<file path="src/hw/rtl/rcdc_pkg.sv">
package rcdc_pkg;

	localparam int SMP_W     = 8;
	localparam int PIX_W     = 3 * SMP_W;
	localparam int TAP_W     = 16;
	localparam int ROW_W     = 12;
	localparam int COL_W     = 11;
	localparam int NTAPS     = 9;
	localparam int PROD_W    = SMP_W + TAP_W + 1;
	localparam int RSUM_W    = PROD_W + 2;
	localparam int SUM_W     = PROD_W + 4;
	localparam int REM_W     = TAP_W + SMP_W;
	localparam int DIV_STEPS = SMP_W;
	// stages after s1: multiply, row sums, total, setup, then one per quotient bit
	localparam int LANE_LAT  = 4 + DIV_STEPS;
	localparam logic [SMP_W-1:0] CLAMP_MAX = 8'd255;

	localparam logic [2:0] REG_TAPS_TOP    = 3'd0;
	localparam logic [2:0] REG_TAPS_MIDDLE = 3'd1;
	localparam logic [2:0] REG_TAPS_BOTTOM = 3'd2;
	localparam logic [2:0] REG_DIVISOR     = 3'd3;
	localparam logic [2:0] REG_WIDTH       = 3'd4;
	localparam logic [2:0] REG_HEIGHT      = 3'd5;

	typedef logic [SMP_W-1:0] smp_t;
	typedef logic signed [TAP_W-1:0] tap_t;

	typedef struct packed {
		logic             prod;
		logic [ROW_W-1:0] row;
		logic [COL_W-1:0] col;
		logic             last;
	} meta_t;

endpackage

</file>
<file path="src/hw/rtl/rcdc_lane.sv">
module rcdc_lane (
	input  logic                 clk,
	input  logic                 en,
	input  rcdc_pkg::smp_t       smp [rcdc_pkg::NTAPS],
	input  rcdc_pkg::tap_t       taps [rcdc_pkg::NTAPS],
	input  logic [rcdc_pkg::TAP_W-1:0] divisor,
	output rcdc_pkg::smp_t       result
);
	import rcdc_pkg::*;

	logic signed [PROD_W-1:0] prod_s2 [NTAPS];
	logic signed [RSUM_W-1:0] rsum_s3 [3];
	logic signed [SUM_W-1:0]  sum_s4;
	logic [TAP_W-1:0]         d_eff;
	logic [REM_W-1:0]         rem_q [DIV_STEPS+1];
	logic [DIV_STEPS-1:0]     quo_q [DIV_STEPS+1];
	logic                     sat_q [DIV_STEPS+1];

	assign d_eff = (divisor == '0) ? TAP_W'(1) : divisor;

	always_ff @(posedge clk) begin
		if (en) begin
			for (int j = 0; j < NTAPS; j++)
				prod_s2[j] <= $signed({1'b0, smp[j]}) * PROD_W'(taps[j]);
			for (int i = 0; i < 3; i++)
				rsum_s3[i] <= RSUM_W'(prod_s2[3*i]) + RSUM_W'(prod_s2[3*i+1])
					+ RSUM_W'(prod_s2[3*i+2]);
			sum_s4 <= SUM_W'(rsum_s3[0]) + SUM_W'(rsum_s3[1]) + SUM_W'(rsum_s3[2]);
			// negative sums clamp to zero, quotients past 255 saturate
			sat_q[0] <= !sum_s4[SUM_W-1] &&
				(sum_s4 >= $signed({{(SUM_W-REM_W){1'b0}}, d_eff, {SMP_W{1'b0}}}));
			rem_q[0] <= sum_s4[SUM_W-1] ? '0 : sum_s4[REM_W-1:0];
			quo_q[0] <= '0;
		end
	end

	for (genvar k = 0; k < DIV_STEPS; k++) begin : g_div
		localparam int B = DIV_STEPS - 1 - k;
		logic [REM_W-1:0] dsh;
		assign dsh = REM_W'({d_eff, {B{1'b0}}});
		always_ff @(posedge clk) begin
			if (en) begin
				sat_q[k+1] <= sat_q[k];
				if (rem_q[k] >= dsh) begin
					rem_q[k+1] <= rem_q[k] - dsh;
					quo_q[k+1] <= quo_q[k] | (DIV_STEPS'(1) << B);
				end else begin
					rem_q[k+1] <= rem_q[k];
					quo_q[k+1] <= quo_q[k];
				end
			end
		end
	end

	assign result = sat_q[DIV_STEPS] ? CLAMP_MAX : quo_q[DIV_STEPS];

endmodule

</file>
<file path="config.mk">
export PLATFORM = sky130hd
export DESIGN_NAME = rcdc_lane
export DESIGN_NICKNAME = d
export VERILOG_FILES = /design/src/hw/rtl/rcdc_pkg.sv /design/src/hw/rtl/rcdc_lane.sv
export SDC_FILE = /design/constraint.sdc
export NUM_CORES = 2
export LEC_CHECK = 0
export BUFFER_PORTS_ARGS = -buffer_cell sky130_fd_sc_hd__buf_2
export CORE_MARGIN = 2
export CORE_UTILIZATION = 40
export DETAILED_ROUTE_END_ITERATION = 16
export GPL_ROUTABILITY_DRIVEN = 0
export GPL_TIMING_DRIVEN = 0
export SLEW_MARGIN = 5
export SYNTH_ARGS = -nofsm -noshare
export SYNTH_HDL_FRONTEND = slang
export SYNTH_SLANG_ARGS = --single-unit
</file>
<file path="constraint.sdc">
create_clock -name clk -period 7.5 [get_ports clk]
set_input_delay 0.375 -clock clk [delete_from_list [all_inputs] [get_ports clk]]
set_output_delay 0.375 -clock clk [all_outputs]
set_load 0.005 [all_outputs]
</file>
After elaboration in Yosys (flattened, before gate mapping)
Memories as Yosys holds them, arrays and structs flattened.
Cells that the tools add are included.
{"block": "totals", "mem_bits_rw": 603, "elab_cells": 128, "output_inout_bits": 8, "n_memories": 5, "in_bits": 234, "reg_bits": 29}
{"block": "op_classes", "magnitude_cmp": 9, "bitwise": 16, "add_sub_neg": 16, "multipliers": 9, "n_reduce_logical": 3, "muxes": 69}
{"name": "prod_s2", "depth": 9, "word_bits": 25, "rd": 9, "rd_clocked_by_memory_dff": 0, "write_ports": 9, "line_no": "rcdc_lane.sv:11", "rtl": "logic signed [PROD_W-1:0] prod_s2 [NTAPS];"}
{"name": "rem_q", "depth": 9, "word_bits": 24, "rd": 8, "rd_clocked_by_memory_dff": 0, "write_ports": 9, "line_no": "rcdc_lane.sv:15", "rtl": "logic [REM_W-1:0] rem_q [DIV_STEPS+1];"}
{"name": "rsum_s3", "depth": 3, "word_bits": 27, "rd": 3, "rd_clocked_by_memory_dff": 0, "write_ports": 3, "line_no": "rcdc_lane.sv:12", "rtl": "logic signed [RSUM_W-1:0] rsum_s3 [3];"}
{"name": "quo_q", "depth": 9, "word_bits": 8, "rd": 9, "rd_clocked_by_memory_dff": 0, "write_ports": 9, "line_no": "rcdc_lane.sv:16", "rtl": "logic [DIV_STEPS-1:0] quo_q [DIV_STEPS+1];"}
{"name": "sat_q", "depth": 9, "word_bits": 1, "rd": 9, "rd_clocked_by_memory_dff": 0, "write_ports": 9, "line_no": "rcdc_lane.sv:17", "rtl": "logic sat_q [DIV_STEPS+1];"}
{"op": "$mul A9 B16 Y25", "n": 9}
{"op": "$mux W24", "n": 9}
{"op": "$add A26 B25 Y27", "n": 3}
{"op": "$add A25 B25 Y26", "n": 3}
{"op": "$mux W8", "n": 9}
{"op": "$mux W1", "n": 50}
{"op": "$add A28 B27 Y29", "n": 1}
{"op": "$ge A29 B25 Y1", "n": 1}
{"op": "$add A27 B27 Y28", "n": 1}
{"op": "$ge A24 B16 Y1", "n": 1}
{"op": "$ge A24 B17 Y1", "n": 1}
{"op": "$ge A24 B18 Y1", "n": 1}
{"op": "$ge A24 B19 Y1", "n": 1}
{"op": "$ge A24 B20 Y1", "n": 1}
{"op": "$ge A24 B21 Y1", "n": 1}
{"op": "$ge A24 B22 Y1", "n": 1}
{"op": "$ge A24 B23 Y1", "n": 1}
{"op": "$sub A24 B16 Y24", "n": 1}
{"op": "$sub A24 B17 Y24", "n": 1}
{"op": "$sub A24 B18 Y24", "n": 1}
{"op": "$sub A24 B19 Y24", "n": 1}
{"op": "$sub A24 B20 Y24", "n": 1}
{"op": "$sub A24 B21 Y24", "n": 1}
{"op": "$sub A24 B22 Y24", "n": 1}
{"op": "other kinds (6)", "n": 21}

Longest topological paths before layout
{"block": "depth", "word_depth": 7, "mapped_depth": 20}

Worst setup path before layout
Ideal clock, no wire load.
{"block": "synth_timing", "kind": "input to register", "startpoint": "input port smp[40] in the netlist's numbering", "endpoint": "memory prod_s2[0][98] in the netlist's numbering, data pin", "stages": 18, "setup_time_ps": 258, "required_ps": 7242, "slack_ps": 2207, "arrival_ps": 5036, "cell_sequence": "clkbuf_1 > nand2_1 > fa_1 > inv_1 > fa_1 > fa_1 > inv_1 > fa_1 > inv_1 > ha_1 > a2111oi_2 > o21ai_1 > a41oi_2 > a21oi_1 > a221o_1 > a211o_1 > a21oi_1 > xnor2_1"}
{"item": "start: declaration", "line_no": "rcdc_lane.sv:4", "rtl": "input rcdc_pkg::smp_t smp [rcdc_pkg::NTAPS],"}
{"item": "end: declaration", "line_no": "rcdc_lane.sv:11"}

==> summary.json <==
{
  "io_pins": {"value": 242},
  "post_cts_resized": {"value": 0},
  "floorplan.die.width": {"value": 433, "unit": "um"},
  "fillCellCount": {"value": 17500},
  "cts_setup_buffers": {"value": 0},
  "max-cap-violations": {"value": 0},
  "synth_area_leaders": {"value": "fa_1 28%, edfxtp_1 23%, ha_1 12%"},
  "finalCritPeriodShare": {"value": 0.753},
  "postSynthCellCount": {"value": 7446},
  "crit_family": {"value": "adder cells"},
  "synth_top_flop_cell": {"value": "edfxtp_1"},
  "maximum_root_to_sink_buffer_count": {"value": 3},
  "rows": {"value": 157},
  "mostFrequentLayoutCells": {"value": "1504 x inv_1, 1031 x fa_1, 734 x nand2_1"},
  "run_status": {"value": "complete, no violations"},
  "startpoint_type": {"value": "input port"},
  "syn2layout_area_growth": {"value": 9.37, "unit": "%"},
  "post_synth.cell_area_avg": {"value": 9.88, "unit": "um2"},
  "worstSetupPathType": {"value": "in -> reg"},
  "initialDrtViolationCount": {"value": 2509},
  "setup_viol_count_final": {"value": 0},
  "clockRootBuffer": {"value": "clkbuf_16"},
  "route.vias.total": {"value": 51800},
  "power_density": {"value": 475, "unit": "nW/um2"},
  "drt_drc": {"value": 0},
  "reg2reg_from": {"value": "prod_s2[0][26]"},
  "grt_overflow_total": {"value": 0},
  "vias_per_cell": {"value": 5.03},
  "clk_pin_slew": {"value": 0.06, "unit": "ns"},
  "ys_seq_area_frac": {"value": 0.233},
  "cts_tree": {"value": "built"},
  "crit_path_max_incr_delay": {"value": 0.56, "unit": "ns"},
  "gr-max-usage-layer": {"value": "met2"},
  "cp_cell_sequence": {"value": "buf_2, clkbuf_1, nand2_1, fa_1, inv_1, fa_1, fa_1, inv_1, fa_1, inv_1, ha_1, a21o_1, a221oi_1, a31oi_1, o311ai_0, nand2_1, o21ai_0, a31oi_1, xnor2_1"},
  "place_worst_setup_slack": {"value": 1.29, "unit": "ns"},
  "finalHoldViolCount": {"value": 0},
  "worst-path-stages": {"value": 19},
  "ratio_of_cells_with_drive_above_1_in_the_final_layout": {"value": 0.0582},
  "timing.critical_path.to": {"value": "prod_s2[0][74]"},
  "data_arrival_time_at_the_worst_slack_endpoint": {"value": 6.03, "unit": "ns"},
  "fin_ws": {"value": 1.85, "unit": "ns"},
  "end_kind": {"value": "flip-flop"},
  "library_cell_with_the_largest_summed_area_after_synthesis": {"value": "fa_1"},
  "peakVddDrop": {"value": 281, "unit": "uV"},
  "rrSetupSlack": {"value": 3.55, "unit": "ns"},
  "clock.fmax": {"value": 177, "unit": "MHz"},
  "global_route_wire_length_before_repair": {"value": 283000, "unit": "um"},
  "report.final.slew_viol_count": {"value": 0},
  "async_reset_ff_frac": {"value": 0},
  "synth_fp_nets": {"value": 9407},
  "synthDominantCellAreaShare": {"value": 0.280},
  "finClkSkew": {"value": 0.0316, "unit": "ns"},
  "groute.usage.overall": {"value": 0.189},
  "worstPathRequired": {"value": 7.88, "unit": "ns"},
  "syn-cell-area": {"value": 73600, "unit": "um2"},
  "grt_util_met2": {"value": 0.328},
  "post_synth_num_cell_types": {"value": 83},
  "synth_edf_count": {"value": 572},
  "measured_slew_at_the_worst_slew_check_pin": {"value": 0.863, "unit": "ns"},
  "core": {"value": 183000, "unit": "um2"},
  "floorplan.die_area": {"value": 187000, "unit": "um2"},
  "worstHoldPathCells": {"value": 1},
  "r2r_end": {"value": "rsum_s3[0][25]"},
  "num-nets-final": {"value": 9717},
  "rsz0062_at_grt": {"value": "no"},
  "critical-path-top-cell-by-count": {"value": "fa_1"},
  "layout_commonest_cell": {"value": "inv_1"},
  "drt_first_pass_iters": {"value": 6},
  "cts.htree.levels": {"value": 3},
  "tritoncts_num_sinks": {"value": 572},
  "crit_slowest_cell": {"value": "fa_1"},
  "final_power": {"value": 38200, "unit": "uW"},
  "antenna_violations_before_repair": {"value": 35},
  "cts_hold_repair.buffers": {"value": 0},
  "start_util": {"value": 0.402},
  "worst-path-buf-inv": {"value": 5},
  "routedWlPerCell": {"value": 16.7, "unit": "um"},
  "global_routing_usage_on_met3": {"value": 0.0202},
  "postRouteAntennaNets": {"value": 0},
  "grt_max_degree": {"value": 98},
  "cellLeakagePower": {"value": 0.0381, "unit": "uW"},
  "ys_warn_count": {"value": 0},
  "clock_insertion_delay_worst_skew": {"value": 0.66, "unit": "ns"},
  "placement.io_buffers": {"value": 233},
  "drt-total-wl": {"value": 172000, "unit": "um"},
  "critical_path_peak_fanout": {"value": 10},
  "detailedPlacementHpwl": {"value": 144000, "unit": "um"},
  "cts_inserted_buffers": {"value": 71},
  "grt.met1_usage": {"value": 0.248},
  "via_count_of_the_first_global_routing_pass": {"value": 54200},
  "hold_path.class": {"value": "in -> reg"},
  "setup.worst_path.start": {"value": "smp[48]"},
  "remaining_max_slew_budget_at_the_tightest_pin": {"value": 0.425},
  "chipHeight": {"value": 433, "unit": "um"},
  "ff2ff_path_depth": {"value": 12},
  "period_minus_slack": {"value": 5.65, "unit": "ns"},
  "postSynthRegisterBits": {"value": 572}
}
[where the power goes]
group / internal (uW) / total [uW] / switching [uW]
Combinational: 11500 / 26900 / 15300
Clock: 2140 / 3610 / 1470
Sequential: 6690 / 7750 / 1060
Total: 20400 / 38200 / 17900
[synth_stat cells (8+ instances only)]
| cell type | instances |
|---|---|
| and2_1 | 640 |
| a2111oi_0 | 9 |
| nor4_1 | 21 |
| xnor2_1 | 267 |
| and3_1 | 41 |
| mux2_2 | 26 |
| inv_1 | 1504 |
| a211oi_1 | 29 |
| edfxtp_1 | 572 |
| mux2i_1 | 12 |
| nor2b_1 | 71 |
| nand2b_1 | 40 |
| a211o_1 | 10 |
| a21o_1 | 152 |
| nor4b_1 | 8 |
| o211ai_1 | 26 |
| a21oi_1 | 299 |
| a31oi_1 | 31 |
| a21boi_0 | 15 |
| nand3_1 | 72 |
| ha_1 | 696 |
| nor2_1 | 210 |
| o31ai_1 | 32 |
| o21a_1 | 51 |
| o21bai_1 | 44 |
| fa_1 | 1031 |
| xor2_1 | 121 |
| nand2_1 | 734 |
| or2_2 | 22 |
| nor3_1 | 87 |
| or3_1 | 27 |
| o31a_1 | 10 |
| nand4_1 | 41 |
| a221oi_1 | 12 |
| o21ai_0 | 209 |
| o2111ai_1 | 9 |
| nand4b_1 | 10 |
| clkbuf_1 | 121 |
| o311ai_0 | 13 |
| a31o_2 | 14 |
[per-stage QoR]
stage / cells / setup TNS, ns / cell area (um2) / hold slack [ns] / util
floorplan: 7446 / 0 / 73600 / 0.400 / -
global placement: 10100 / -403.25 / 77800 / 0.404 / 0.426
detailed placement: 10100 / 0 / 78000 / 0.405 / 0.426
CTS: 10300 / 0 / 80400 / 0.0779 / 0.440
global route: 10300 / 0 / 80500 / 0.104 / 0.440
finish: 10300 / 0 / 80500 / 0.134 / 0.440
[worst register-to-register path, stage by stage, from the launching register on]
cell and delay [ns]:
edfxtp_1 0.43, fa_1 0.55, ha_1 0.17, inv_1 0.06, fa_1 0.44, nand2b_1 0.18
a211oi_1 0.42, o21ai_0 0.31, a211oi_1 0.36, nor3_1 0.13, o21ai_0 0.26, o21ai_0 0.17
xnor2_1 0.27
[cell families (layout without fill, tap and decap cells)]
group           after synthesis  after routing  synth area share
compound gates             1034           1034            0.0910
xor+xnor                    388            388            0.0462
fa+ha+maj                  1727           1727             0.399
buf+inv                    1637           2003            0.0839
flops                       572            572             0.233
mux                          43             43           0.00663
other cells                   0             21                 0
simple gates               2045           2045             0.140
[routing by layer]
metal | vias up | share of wire | wire length [um]
li1 | 24700 | - | -
met1 | 25900 | 0.44 | 75100
met2 | 984 | 0.50 | 86000
met3 | 268 | 0.036 | 6150
met4 | 8 | 0.029 | 5090
met5 | - | 0.00028 | 49
[flip-flops by register name (all words and copies together), names as in the netlist]
register and flops:
prod_s2 225, rem_q 192, rsum_s3 81, quo_q 36
sum_s4 29, sat_q 9
[worst min path at each step]
stage / from / to / slack (ns)
final: en / prod_s2[0][39] / 0.13
after global routing: en / prod_s2[0][41] / 0.10
after CTS: en / prod_s2[0][39] / 0.08
after detailed placement: quo_q[3][7] / quo_q[4][7] / 0.40
after global placement: quo_q[7][2] / quo_q[8][2] / 0.40
after floorplan: quo_q[1][7] / quo_q[2][7] / 0.40
[layout make-up]
cell class | count | area [um2] | share of cell area
inverter | 1506 | 5650 | 0.0702
antenna | 21 | 52.6 | 0.000653
clock inverter | 55 | 656 | 0.00815
multi-input combinational | 5237 | 50200 | 0.624
timing repair buffer | 237 | 1290 | 0.0160
buffer | 131 | 528 | 0.00656
sequential | 572 | 17200 | 0.213
tap | 2464 | 3080 | 0.0383
clock buffer | 74 | 1810 | 0.0225
Note: power is estimated with default switching activity, not from simulation.
